===== config.mk =====
export PLATFORM = sky130hd
export DESIGN_NAME = double_ended_stack_allocator_unit
export DESIGN_NICKNAME = d
export VERILOG_FILES = /design/src/rtl/dsa_pkg.sv /design/src/rtl/dsa_alu.sv /design/src/rtl/dsa_stack.sv /design/src/rtl/double_ended_stack_allocator_unit.sv
export SDC_FILE = /design/constraint.sdc
export NUM_CORES = 1
export LEC_CHECK = 0
export BUFFER_PORTS_ARGS = -buffer_cell sky130_fd_sc_hd__buf_2
export CAP_MARGIN = 20
export CORE_MARGIN = 2
export CORE_UTILIZATION = 60
export DETAILED_ROUTE_END_ITERATION = 8
export PLACE_DENSITY = 0.86
export SYNTH_ARGS = -nofsm -noshare
export SYNTH_HDL_FRONTEND = slang
export SYNTH_SLANG_ARGS = --single-unit
export TNS_END_PERCENT = 10

===== constraint.sdc =====
create_clock -name clk -period 27 [get_ports clk]
set_input_delay 5.4 -clock clk [delete_from_list [all_inputs] [get_ports clk]]
set_output_delay 5.4 -clock clk [all_outputs]
set_load 0.005 [all_outputs]

===== src/rtl/dsa_pkg.sv =====
// shared types and codes of the double-ended stack allocator
// request/result structs, command and status codes, stack control structs
// no dependencies
package dsa_pkg;

	localparam int VAL_W = 21;

	typedef logic [VAL_W-1:0] val_t;
	typedef logic [VAL_W:0]   wide_t;

	typedef logic [2:0] cmd_t;
	typedef logic [2:0] status_t;

	// command codes
	localparam cmd_t CMD_ALLOC_LOWER = 3'd0;
	localparam cmd_t CMD_ALLOC_UPPER = 3'd1;
	localparam cmd_t CMD_FREE_LOWER  = 3'd2;
	localparam cmd_t CMD_FREE_UPPER  = 3'd3;
	localparam cmd_t CMD_CLEAR       = 3'd4;

	// status codes
	localparam status_t ST_OK       = 3'd0;
	localparam status_t ST_ZERO     = 3'd1;
	localparam status_t ST_NOROOM   = 3'd2;
	localparam status_t ST_FULL     = 3'd3;
	localparam status_t ST_RANGE    = 3'd4;
	localparam status_t ST_MISMATCH = 3'd5;

	localparam val_t ARENA_RESET = 21'h100000;

	typedef struct packed {
		cmd_t command;
		val_t amount;
	} req_t;

	typedef struct packed {
		val_t    block_offset;
		val_t    lower_top;
		val_t    upper_top;
		status_t status;
	} rsp_t;

	// control into one mark stack
	typedef struct packed {
		logic push;
		logic pop;
		logic clear;
	} stk_ctl_t;

	// status out of one mark stack
	typedef struct packed {
		logic empty;
		logic full;
		val_t top;
	} stk_stat_t;

	// shared add/subtract unit
	typedef enum logic {
		ALU_ADD,
		ALU_SUB
	} alu_op_t;

endpackage


===== src/rtl/dsa_alu.sv =====
// shared add/subtract and compare unit of the allocator
// depends on dsa_pkg
module dsa_alu (
	input  dsa_pkg::alu_op_t op,
	input  dsa_pkg::wide_t   a,
	input  dsa_pkg::wide_t   b,
	output dsa_pkg::wide_t   res,
	output logic             lt,
	output logic             eq
);
	import dsa_pkg::*;

	logic [VAL_W+1:0] full_res;

	// one adder, borrow gives the less-than flag
	always_comb begin
		if (op == ALU_ADD) begin
			full_res = {1'b0, a} + {1'b0, b};
		end else begin
			full_res = {1'b0, a} - {1'b0, b};
		end
	end

	assign res = full_res[VAL_W:0];
	assign lt  = (op == ALU_SUB) && full_res[VAL_W+1];
	assign eq  = (op == ALU_SUB) && (full_res == '0);

endmodule


===== src/rtl/dsa_stack.sv =====
// one stack of boundary marks: mark memory, fill count and cached top
// depends on dsa_pkg
module dsa_stack #(
	parameter int MARK_DEPTH = 16
) (
	input  logic                clk,
	input  logic                arst_n,
	input  dsa_pkg::stk_ctl_t   ctl,
	input  dsa_pkg::val_t       wdata,
	output dsa_pkg::stk_stat_t  stat
);
	import dsa_pkg::*;

	localparam int IDX_W = (MARK_DEPTH > 1) ? $clog2(MARK_DEPTH) : 1;
	localparam int CNT_W = $clog2(MARK_DEPTH + 1);

	val_t             mem [MARK_DEPTH];
	logic [CNT_W-1:0] cnt_q;
	logic [CNT_W-1:0] rd_ptr;
	logic             pend_q;
	val_t             top_q;
	val_t             rd_q;

	// entry below the current top, fetched when popping
	assign rd_ptr = cnt_q - CNT_W'(2);

	// mark memory, registered read
	always_ff @(posedge clk) begin
		if (ctl.push) begin
			mem[cnt_q[IDX_W-1:0]] <= wdata;
		end
		if (ctl.pop && (cnt_q > CNT_W'(1))) begin
			rd_q <= mem[rd_ptr[IDX_W-1:0]];
		end
	end

	// fill count and pending-read flag
	always_ff @(posedge clk or negedge arst_n) begin
		if (!arst_n) begin
			cnt_q  <= '0;
			pend_q <= 1'b0;
		end else begin
			pend_q <= ctl.pop;
			if (ctl.clear) begin
				cnt_q <= '0;
			end else if (ctl.push) begin
				cnt_q <= cnt_q + CNT_W'(1);
			end else if (ctl.pop) begin
				cnt_q <= cnt_q - CNT_W'(1);
			end
		end
	end

	// cached top of stack, reloaded from rd_q when pend_q is set after a pop
	always_ff @(posedge clk) begin
		if (ctl.push) begin
			top_q <= wdata;
		end else if (pend_q) begin
			top_q <= rd_q;
		end
	end

	assign stat.empty = (cnt_q == '0);
	assign stat.full  = (cnt_q == CNT_W'(MARK_DEPTH));
	assign stat.top   = top_q;

	// checks
	a_push_not_full: assert property (@(posedge clk) disable iff (!arst_n)
		ctl.push |-> !stat.full) else $error("push onto full mark stack");
	a_pop_not_empty: assert property (@(posedge clk) disable iff (!arst_n)
		ctl.pop |-> !stat.empty) else $error("pop from empty mark stack");
	a_one_op: assert property (@(posedge clk) disable iff (!arst_n)
		!(ctl.push && ctl.pop)) else $error("push and pop together");
	a_no_pop_pending: assert property (@(posedge clk) disable iff (!arst_n)
		pend_q |-> !ctl.pop && !ctl.push) else $error("stack op while top settles");

endmodule


===== src/rtl/double_ended_stack_allocator_unit.sv =====
// top level of the double-ended stack allocator: sequencer around one shared alu
// depends on dsa_pkg, dsa_alu, dsa_stack
//
// channel  | signals                     | handshake
// request  | req                         | taken when start && !busy
// result   | rsp                         | valid while done is high, one cycle
// config   | cfg_data                    | written when cfg_valid && cfg_ready
//
// accepted request to result strobe: clear, unused codes and zero size go from
// check to response; alloc-lower runs check, sum, room; alloc-upper adds an
// upper offset step unless it fails on room or a full stack; free runs range,
// then, if in range, pop check and a mark-read wait plus pop check per pop.
// busy stays high from acceptance until the result strobe; a new request can
// be taken in the strobe cycle. reset empties both stacks, arena_size resets
// to 1048576. the result receiver cannot stall; cfg_ready is low while busy.
module double_ended_stack_allocator_unit #(
	parameter int MARK_DEPTH = 16
) (
	input  logic              clk,
	input  logic              arst_n,
	input  logic              start,
	output logic              busy,
	input  dsa_pkg::req_t     req,
	output logic              done,
	output dsa_pkg::rsp_t     rsp,
	input  logic              cfg_valid,
	output logic              cfg_ready,
	input  dsa_pkg::val_t     cfg_data
);
	import dsa_pkg::*;

	typedef enum logic [3:0] {
		S_IDLE,
		S_CHK,
		S_SUM,
		S_ROOM,
		S_UPOFF,
		S_RANGE,
		S_POPCHK,
		S_POPWAIT,
		S_RESP
	} state_t;

	state_t    state_q;
	cmd_t      cmd_q;
	val_t      amt_q;
	val_t      arena_q;
	wide_t     t_q;
	val_t      offset_q;
	status_t   status_q;
	logic      done_q;
	rsp_t      rsp_q;

	stk_ctl_t  lo_ctl;
	stk_ctl_t  up_ctl;
	stk_stat_t lo_stat;
	stk_stat_t up_stat;
	val_t      push_data;
	val_t      lo_eff;
	val_t      hi_eff;

	alu_op_t   alu_op;
	wide_t     alu_a;
	wide_t     alu_b;
	wide_t     alu_res;
	logic      alu_lt;
	logic      alu_eq;
	logic      is_lower;

	// mark stacks
	dsa_stack #(.MARK_DEPTH(MARK_DEPTH)) u_lower (
		.clk   (clk),
		.arst_n(arst_n),
		.ctl   (lo_ctl),
		.wdata (push_data),
		.stat  (lo_stat)
	);

	dsa_stack #(.MARK_DEPTH(MARK_DEPTH)) u_upper (
		.clk   (clk),
		.arst_n(arst_n),
		.ctl   (up_ctl),
		.wdata (push_data),
		.stat  (up_stat)
	);

	dsa_alu u_alu (
		.op (alu_op),
		.a  (alu_a),
		.b  (alu_b),
		.res(alu_res),
		.lt (alu_lt),
		.eq (alu_eq)
	);

	// effective tops, empty stacks read as arena bounds
	assign lo_eff   = lo_stat.empty ? '0 : lo_stat.top;
	assign hi_eff   = up_stat.empty ? arena_q : up_stat.top;
	assign is_lower = (cmd_q == CMD_ALLOC_LOWER) || (cmd_q == CMD_FREE_LOWER);

	// operand selection for the shared alu
	always_comb begin
		alu_op = ALU_SUB;
		alu_a  = '0;
		alu_b  = '0;
		case (state_q)
			S_SUM: begin
				alu_op = ALU_ADD;
				alu_a  = {1'b0, lo_eff};
				alu_b  = {1'b0, amt_q};
			end
			S_ROOM: begin
				alu_a = t_q;
				alu_b = {1'b0, hi_eff};
			end
			S_UPOFF: begin
				alu_a = {1'b0, hi_eff};
				alu_b = {1'b0, amt_q};
			end
			S_RANGE: begin
				alu_a = {1'b0, amt_q};
				alu_b = {1'b0, arena_q};
			end
			S_POPCHK: begin
				if (is_lower) begin
					alu_a = {1'b0, amt_q};
					alu_b = {1'b0, lo_eff};
				end else begin
					alu_a = {1'b0, hi_eff};
					alu_b = {1'b0, amt_q};
				end
			end
			default: begin
				alu_op = ALU_SUB;
			end
		endcase
	end

	// stack control
	always_comb begin
		lo_ctl    = '0;
		up_ctl    = '0;
		push_data = alu_res[VAL_W-1:0];
		case (state_q)
			S_CHK: begin
				if (cmd_q == CMD_CLEAR) begin
					lo_ctl.clear = 1'b1;
					up_ctl.clear = 1'b1;
				end
			end
			S_ROOM: begin
				push_data = t_q[VAL_W-1:0];
				if (alu_lt && !lo_stat.full && is_lower) begin
					lo_ctl.push = 1'b1;
				end
			end
			S_UPOFF: begin
				up_ctl.push = 1'b1;
			end
			S_POPCHK: begin
				if (alu_lt) begin
					lo_ctl.pop = is_lower;
					up_ctl.pop = !is_lower;
				end
			end
			default: begin
				lo_ctl = '0;
			end
		endcase
	end

	// sequencer with registered outputs
	always_ff @(posedge clk or negedge arst_n) begin
		if (!arst_n) begin
			state_q <= S_IDLE;
			done_q  <= 1'b0;
			arena_q <= ARENA_RESET;
		end else begin
			done_q <= 1'b0;
			if (cfg_valid && cfg_ready) begin
				arena_q <= cfg_data;
			end
			case (state_q)
				S_IDLE: begin
					if (start) begin
						cmd_q    <= req.command;
						amt_q    <= req.amount;
						offset_q <= '0;
						status_q <= ST_OK;
						state_q  <= S_CHK;
					end
				end
				S_CHK: begin
					if ((cmd_q == CMD_ALLOC_LOWER) || (cmd_q == CMD_ALLOC_UPPER)) begin
						if (amt_q == '0) begin
							status_q <= ST_ZERO;
							state_q  <= S_RESP;
						end else begin
							state_q <= S_SUM;
						end
					end else if ((cmd_q == CMD_FREE_LOWER) || (cmd_q == CMD_FREE_UPPER)) begin
						state_q <= S_RANGE;
					end else begin
						state_q <= S_RESP;
					end
				end
				S_SUM: begin
					t_q     <= alu_res;
					state_q <= S_ROOM;
				end
				S_ROOM: begin
					if (!alu_lt) begin
						status_q <= ST_NOROOM;
						state_q  <= S_RESP;
					end else if (is_lower ? lo_stat.full : up_stat.full) begin
						status_q <= ST_FULL;
						state_q  <= S_RESP;
					end else if (is_lower) begin
						offset_q <= lo_eff;
						state_q  <= S_RESP;
					end else begin
						state_q <= S_UPOFF;
					end
				end
				S_UPOFF: begin
					offset_q <= alu_res[VAL_W-1:0];
					state_q  <= S_RESP;
				end
				S_RANGE: begin
					if (!alu_lt) begin
						status_q <= ST_RANGE;
						state_q  <= S_RESP;
					end else begin
						state_q <= S_POPCHK;
					end
				end
				S_POPCHK: begin
					if (alu_lt) begin
						state_q <= S_POPWAIT;
					end else begin
						status_q <= alu_eq ? ST_OK : ST_MISMATCH;
						state_q  <= S_RESP;
					end
				end
				S_POPWAIT: begin
					state_q <= S_POPCHK;
				end
				S_RESP: begin
					rsp_q.block_offset <= offset_q;
					rsp_q.lower_top    <= lo_eff;
					rsp_q.upper_top    <= hi_eff;
					rsp_q.status       <= status_q;
					done_q             <= 1'b1;
					state_q            <= S_IDLE;
				end
				default: begin
					state_q <= S_IDLE;
				end
			endcase
		end
	end

	assign busy      = (state_q != S_IDLE);
	assign cfg_ready = !busy;
	assign done      = done_q;
	assign rsp       = rsp_q;

	// checks
	a_done_after_resp: assert property (@(posedge clk) disable iff (!arst_n)
		done |-> $past(state_q == S_RESP)) else $error("result strobe without response step");
	a_accept_goes_busy: assert property (@(posedge clk) disable iff (!arst_n)
		(start && !busy) |=> busy) else $error("request taken but not busy");
	a_popwait_after_pop: assert property (@(posedge clk) disable iff (!arst_n)
		(state_q == S_POPWAIT) |-> $past(lo_ctl.pop || up_ctl.pop))
		else $error("pop wait without a pop");

endmodule

==> flow_summary.toml <==
[setup_path]
reg2reg_depth = 25
startpoint_type = "flip-flop"
r2r_setup_slack_ps = 17650
worstSetupEndpointType = "flip-flop"
reg2reg_to = "u_lower.mem[15][13]"
crit_path_max_fanout = 42
crit_required_ps = 27270
crit_arrival_ps = 9620
crit_type = "flip-flop to flip-flop"
r2r-start = "u_upper.cnt_q[0]"

[min_path]
min_path_cells = 0
hp-start = "status_q[1]"
hp-class = "flip-flop to flip-flop"
hold_path_end = "rsp[1]"

[clock_network]
clk_latency_ps = 650
cts_sinks = 930
hold_buffers = 0
cts_resized = 0
numCtsBuffers = 89
post-cts-setup-buffers = 0
htreeDepth = 3
clk_pin_slew_ps = 60
max-clock-path-buffers = 3
cts_tree = "yes"
root_buffer = "clkbuf_16"

[die]
num_rows = 92
io_pins = 118
initial_core_util = 0.606
die_h_um = 256
core_area_mm2 = 0.0631
die_area_mm2 = 0.0657
die_w_um = 256

[timing]
skew_ps = 25.0
fin_ws_ps = 17650
fin_crit_sh = 0.346
hold_viol_final = 0
max_freq_mhz = 107
worst_hold_slack_ps = 419
worst_slew_pin_slew_ps = 1140
drv_slew = 0
period_needed_ps = 9350
setup_tns_ps = 0
finalSetupViolations = 0
slew_headroom = 0.238
rsz0062_at_grt = "no"

[synthesis]
ys_async_sr_fraction = 0.0409
netlist_instances = 2097
synth_area_leaders = "edfxtp_1 70%, mux4_2 12%, dfrtp_1 2.4%"
ys_seq_elements = 930
synth_cell_types = 77
ys_warn_count = 0
synth_fp_nets = 2186
seq_area_frac_synth = 0.726
syn-cell-area_mm2 = 0.0382
yosys.area.top_type = "edfxtp_1"
synth.avg_cell_area_um2 = 18.2
synth_top_area_frac = 0.701
ys_dominant_reg_cell = "edfxtp_1"
synth_edf_count = 892

[grt]
grt_max_degree = 67
grtUsageTotal = 0.358
grt_pass1_vias = 21958
grt_remaining_overflow = 0
grt_pass1_wl_mm = 166
antenna_found_initial = 8

[drt]
vias = 23305
routedWlPerCell_um = 38.2
final_antenna_net_count = 0
drc_errors = 0
drt-initial-drc-count = 4334
wl_mm = 122
firstDrtPassIters = 6
viasPerCell = 7.29

[placed_design]
preCtsSetupSlack_ps = 18360
routabilityCongestion = 1.05
dp.final_hpwl_mm = 69.8
portBuffers = 117

[cells_and_area]
fillers = 3722
multiInputGateArea_mm2 = 0.0101
drive_above_1_share = 0.276
regArea_mm2 = 0.0278
layout.nets = 2364
syn_to_final_growth_pct = 14.1

[flow_run]
maxCapViolCount = 0

[outcome]
outcome = "finished, final reports clean"
## layer usage
metal  up-vias  track usage  wire [um]
met5         -     0.000731         57
met4         8        0.162       7880
met3       457       0.0850      15800
met2      2354        0.561      57100
met1     11713        0.486      41500
li1       8773            -          -
## critical path, cell delays in order (launching register included)
cell and delay, ps:
dfrtp_4 770, inv_1 300, ha_1 310, nor4b_4 250, buf_4 420, mux2_2 420, a221oi_2 380, ha_1 260
inv_1 60, nor4b_2 470, nand4_1 470, or2_2 450, nand2_1 80, xnor2_1 100, ha_1 410, o21ai_0 270
o21bai_1 140, a21o_1 200, a21o_1 200, o21ai_0 340, a21oi_1 300, xnor2_1 380, and3_1 350, buf_4 460
nand4_1 250, inv_1 860
## Yosys cell counts, types with 4 or more instances
cell,count
o2111ai_1,8
nor4b_1,4
dfrtp_1,37
a31oi_1,17
mux2_1,13
o311ai_0,4
ha_1,39
nand2b_1,9
mux2_2,38
buf_1,16
or2_2,4
edfxtp_1,892
nor2b_1,5
mux4_2,210
a211oi_1,4
and4_1,4
or3_1,4
nor3_1,11
nand4_1,22
a221o_1,12
a21oi_1,45
a21o_1,17
a22oi_1,15
xor2_1,18
o31ai_1,4
nor2_1,75
clkbuf_1,78
inv_1,63
or4_1,4
o21ai_0,62
nand2_1,202
nand3_1,25
nor4_1,7
o211ai_1,4
mux2i_1,12
buf_2,6
and3_1,7
buf_6,6
xnor2_1,22
o221ai_1,7
and2_1,11
## cell type report
type,count,area share
diodes,6,0.000344
clock buffers,108,0.0541
clock inverters,55,0.0141
inverters,63,0.00542
multi-input cells,998,0.231
flip-flops and latches,930,0.636
well taps,846,0.0243
repair buffers,193,0.0342
## worst max-delay path by stage
stage                           from                   to  slack (ps)
finish              u_upper.cnt_q[0]  u_lower.mem[15][13]       17650
global route        u_upper.cnt_q[0]   u_lower.mem[15][6]       17400
CTS                 u_upper.cnt_q[0]  u_lower.mem[15][10]       18150
detailed placement  u_upper.cnt_q[0]  u_lower.mem[15][13]       18360
global placement    u_upper.cnt_q[0]  u_lower.mem[15][13]       18580
floorplan           u_upper.cnt_q[0]          offset_q[0]       18230
## flip-flops by register name (all words and copies together), names as in the netlist, 4 cells and up
register	cells
u_lower.rd_q	21
u_lower.cnt_q	5
amt_q	21
state_q	4
arena_q	21
rsp	66
u_lower.mem	336
u_lower.top_q	21
offset_q	21
u_upper.rd_q	21
t_q	22
u_upper.top_q	21
u_upper.cnt_q	5
u_upper.mem	336
## stage by stage
| step | utilization | area, um2 | std cells |
|---|---|---|---|
| final | 0.691 | 43600 | 3199 |
| after global routing | 0.691 | 43600 | 3194 |
| after CTS | 0.684 | 43200 | 3172 |
| after detailed placement | 0.637 | 40200 | 3009 |
| after global placement | 0.635 | 40100 | 3003 |
| after floorplan | - | 38200 | 2097 |
## logic make-up (layout without fill, tap and decap cells)
kind of cell / count (synthesis) / after routing / share of synthesized area
mux: 273 / 273 / 0.142
simple gates: 411 / 411 / 0.0506
fa+ha+maj: 40 / 40 / 0.0133
compound gates: 233 / 233 / 0.0410
flops: 930 / 930 / 0.726
buf+inv: 169 / 419 / 0.0180
other cells: 0 / 6 / 0
xor+xnor: 41 / 41 / 0.00959
## placed cells by master, fill, tap and decap left out, types with 10 or more instances in the layout
cell       netlist  layout
edfxtp_1       892     892
mux4_2         210     210
nand2_1        202     202
buf_2            6     118
clkbuf_16        0      90
inv_1           63      62
o21ai_0         62      54
nor2_1          75      51
buf_4            0      49
a21oi_1         45      44
ha_1            39      39
mux2_2          38      38
dfrtp_1         37      33
nand3_1         25      25
nand4_1         22      22
xnor2_1         22      22
nor2_2           1      22
a31oi_1         17      17
a21o_1          17      17
clkinv_2         0      17
xor2_1          18      16
a22oi_1         15      15
clkbuf_1        78      14
mux2_1          13      13
clkinv_1         0      13
mux2i_1         12      12
a221o_1         12      12
bufinv_16        0      11
and2_1          11      10
buf_16           0      10
Power is not shown: default switching activity piles up to over one toggle a cycle in this logic, so the estimate is an artifact.
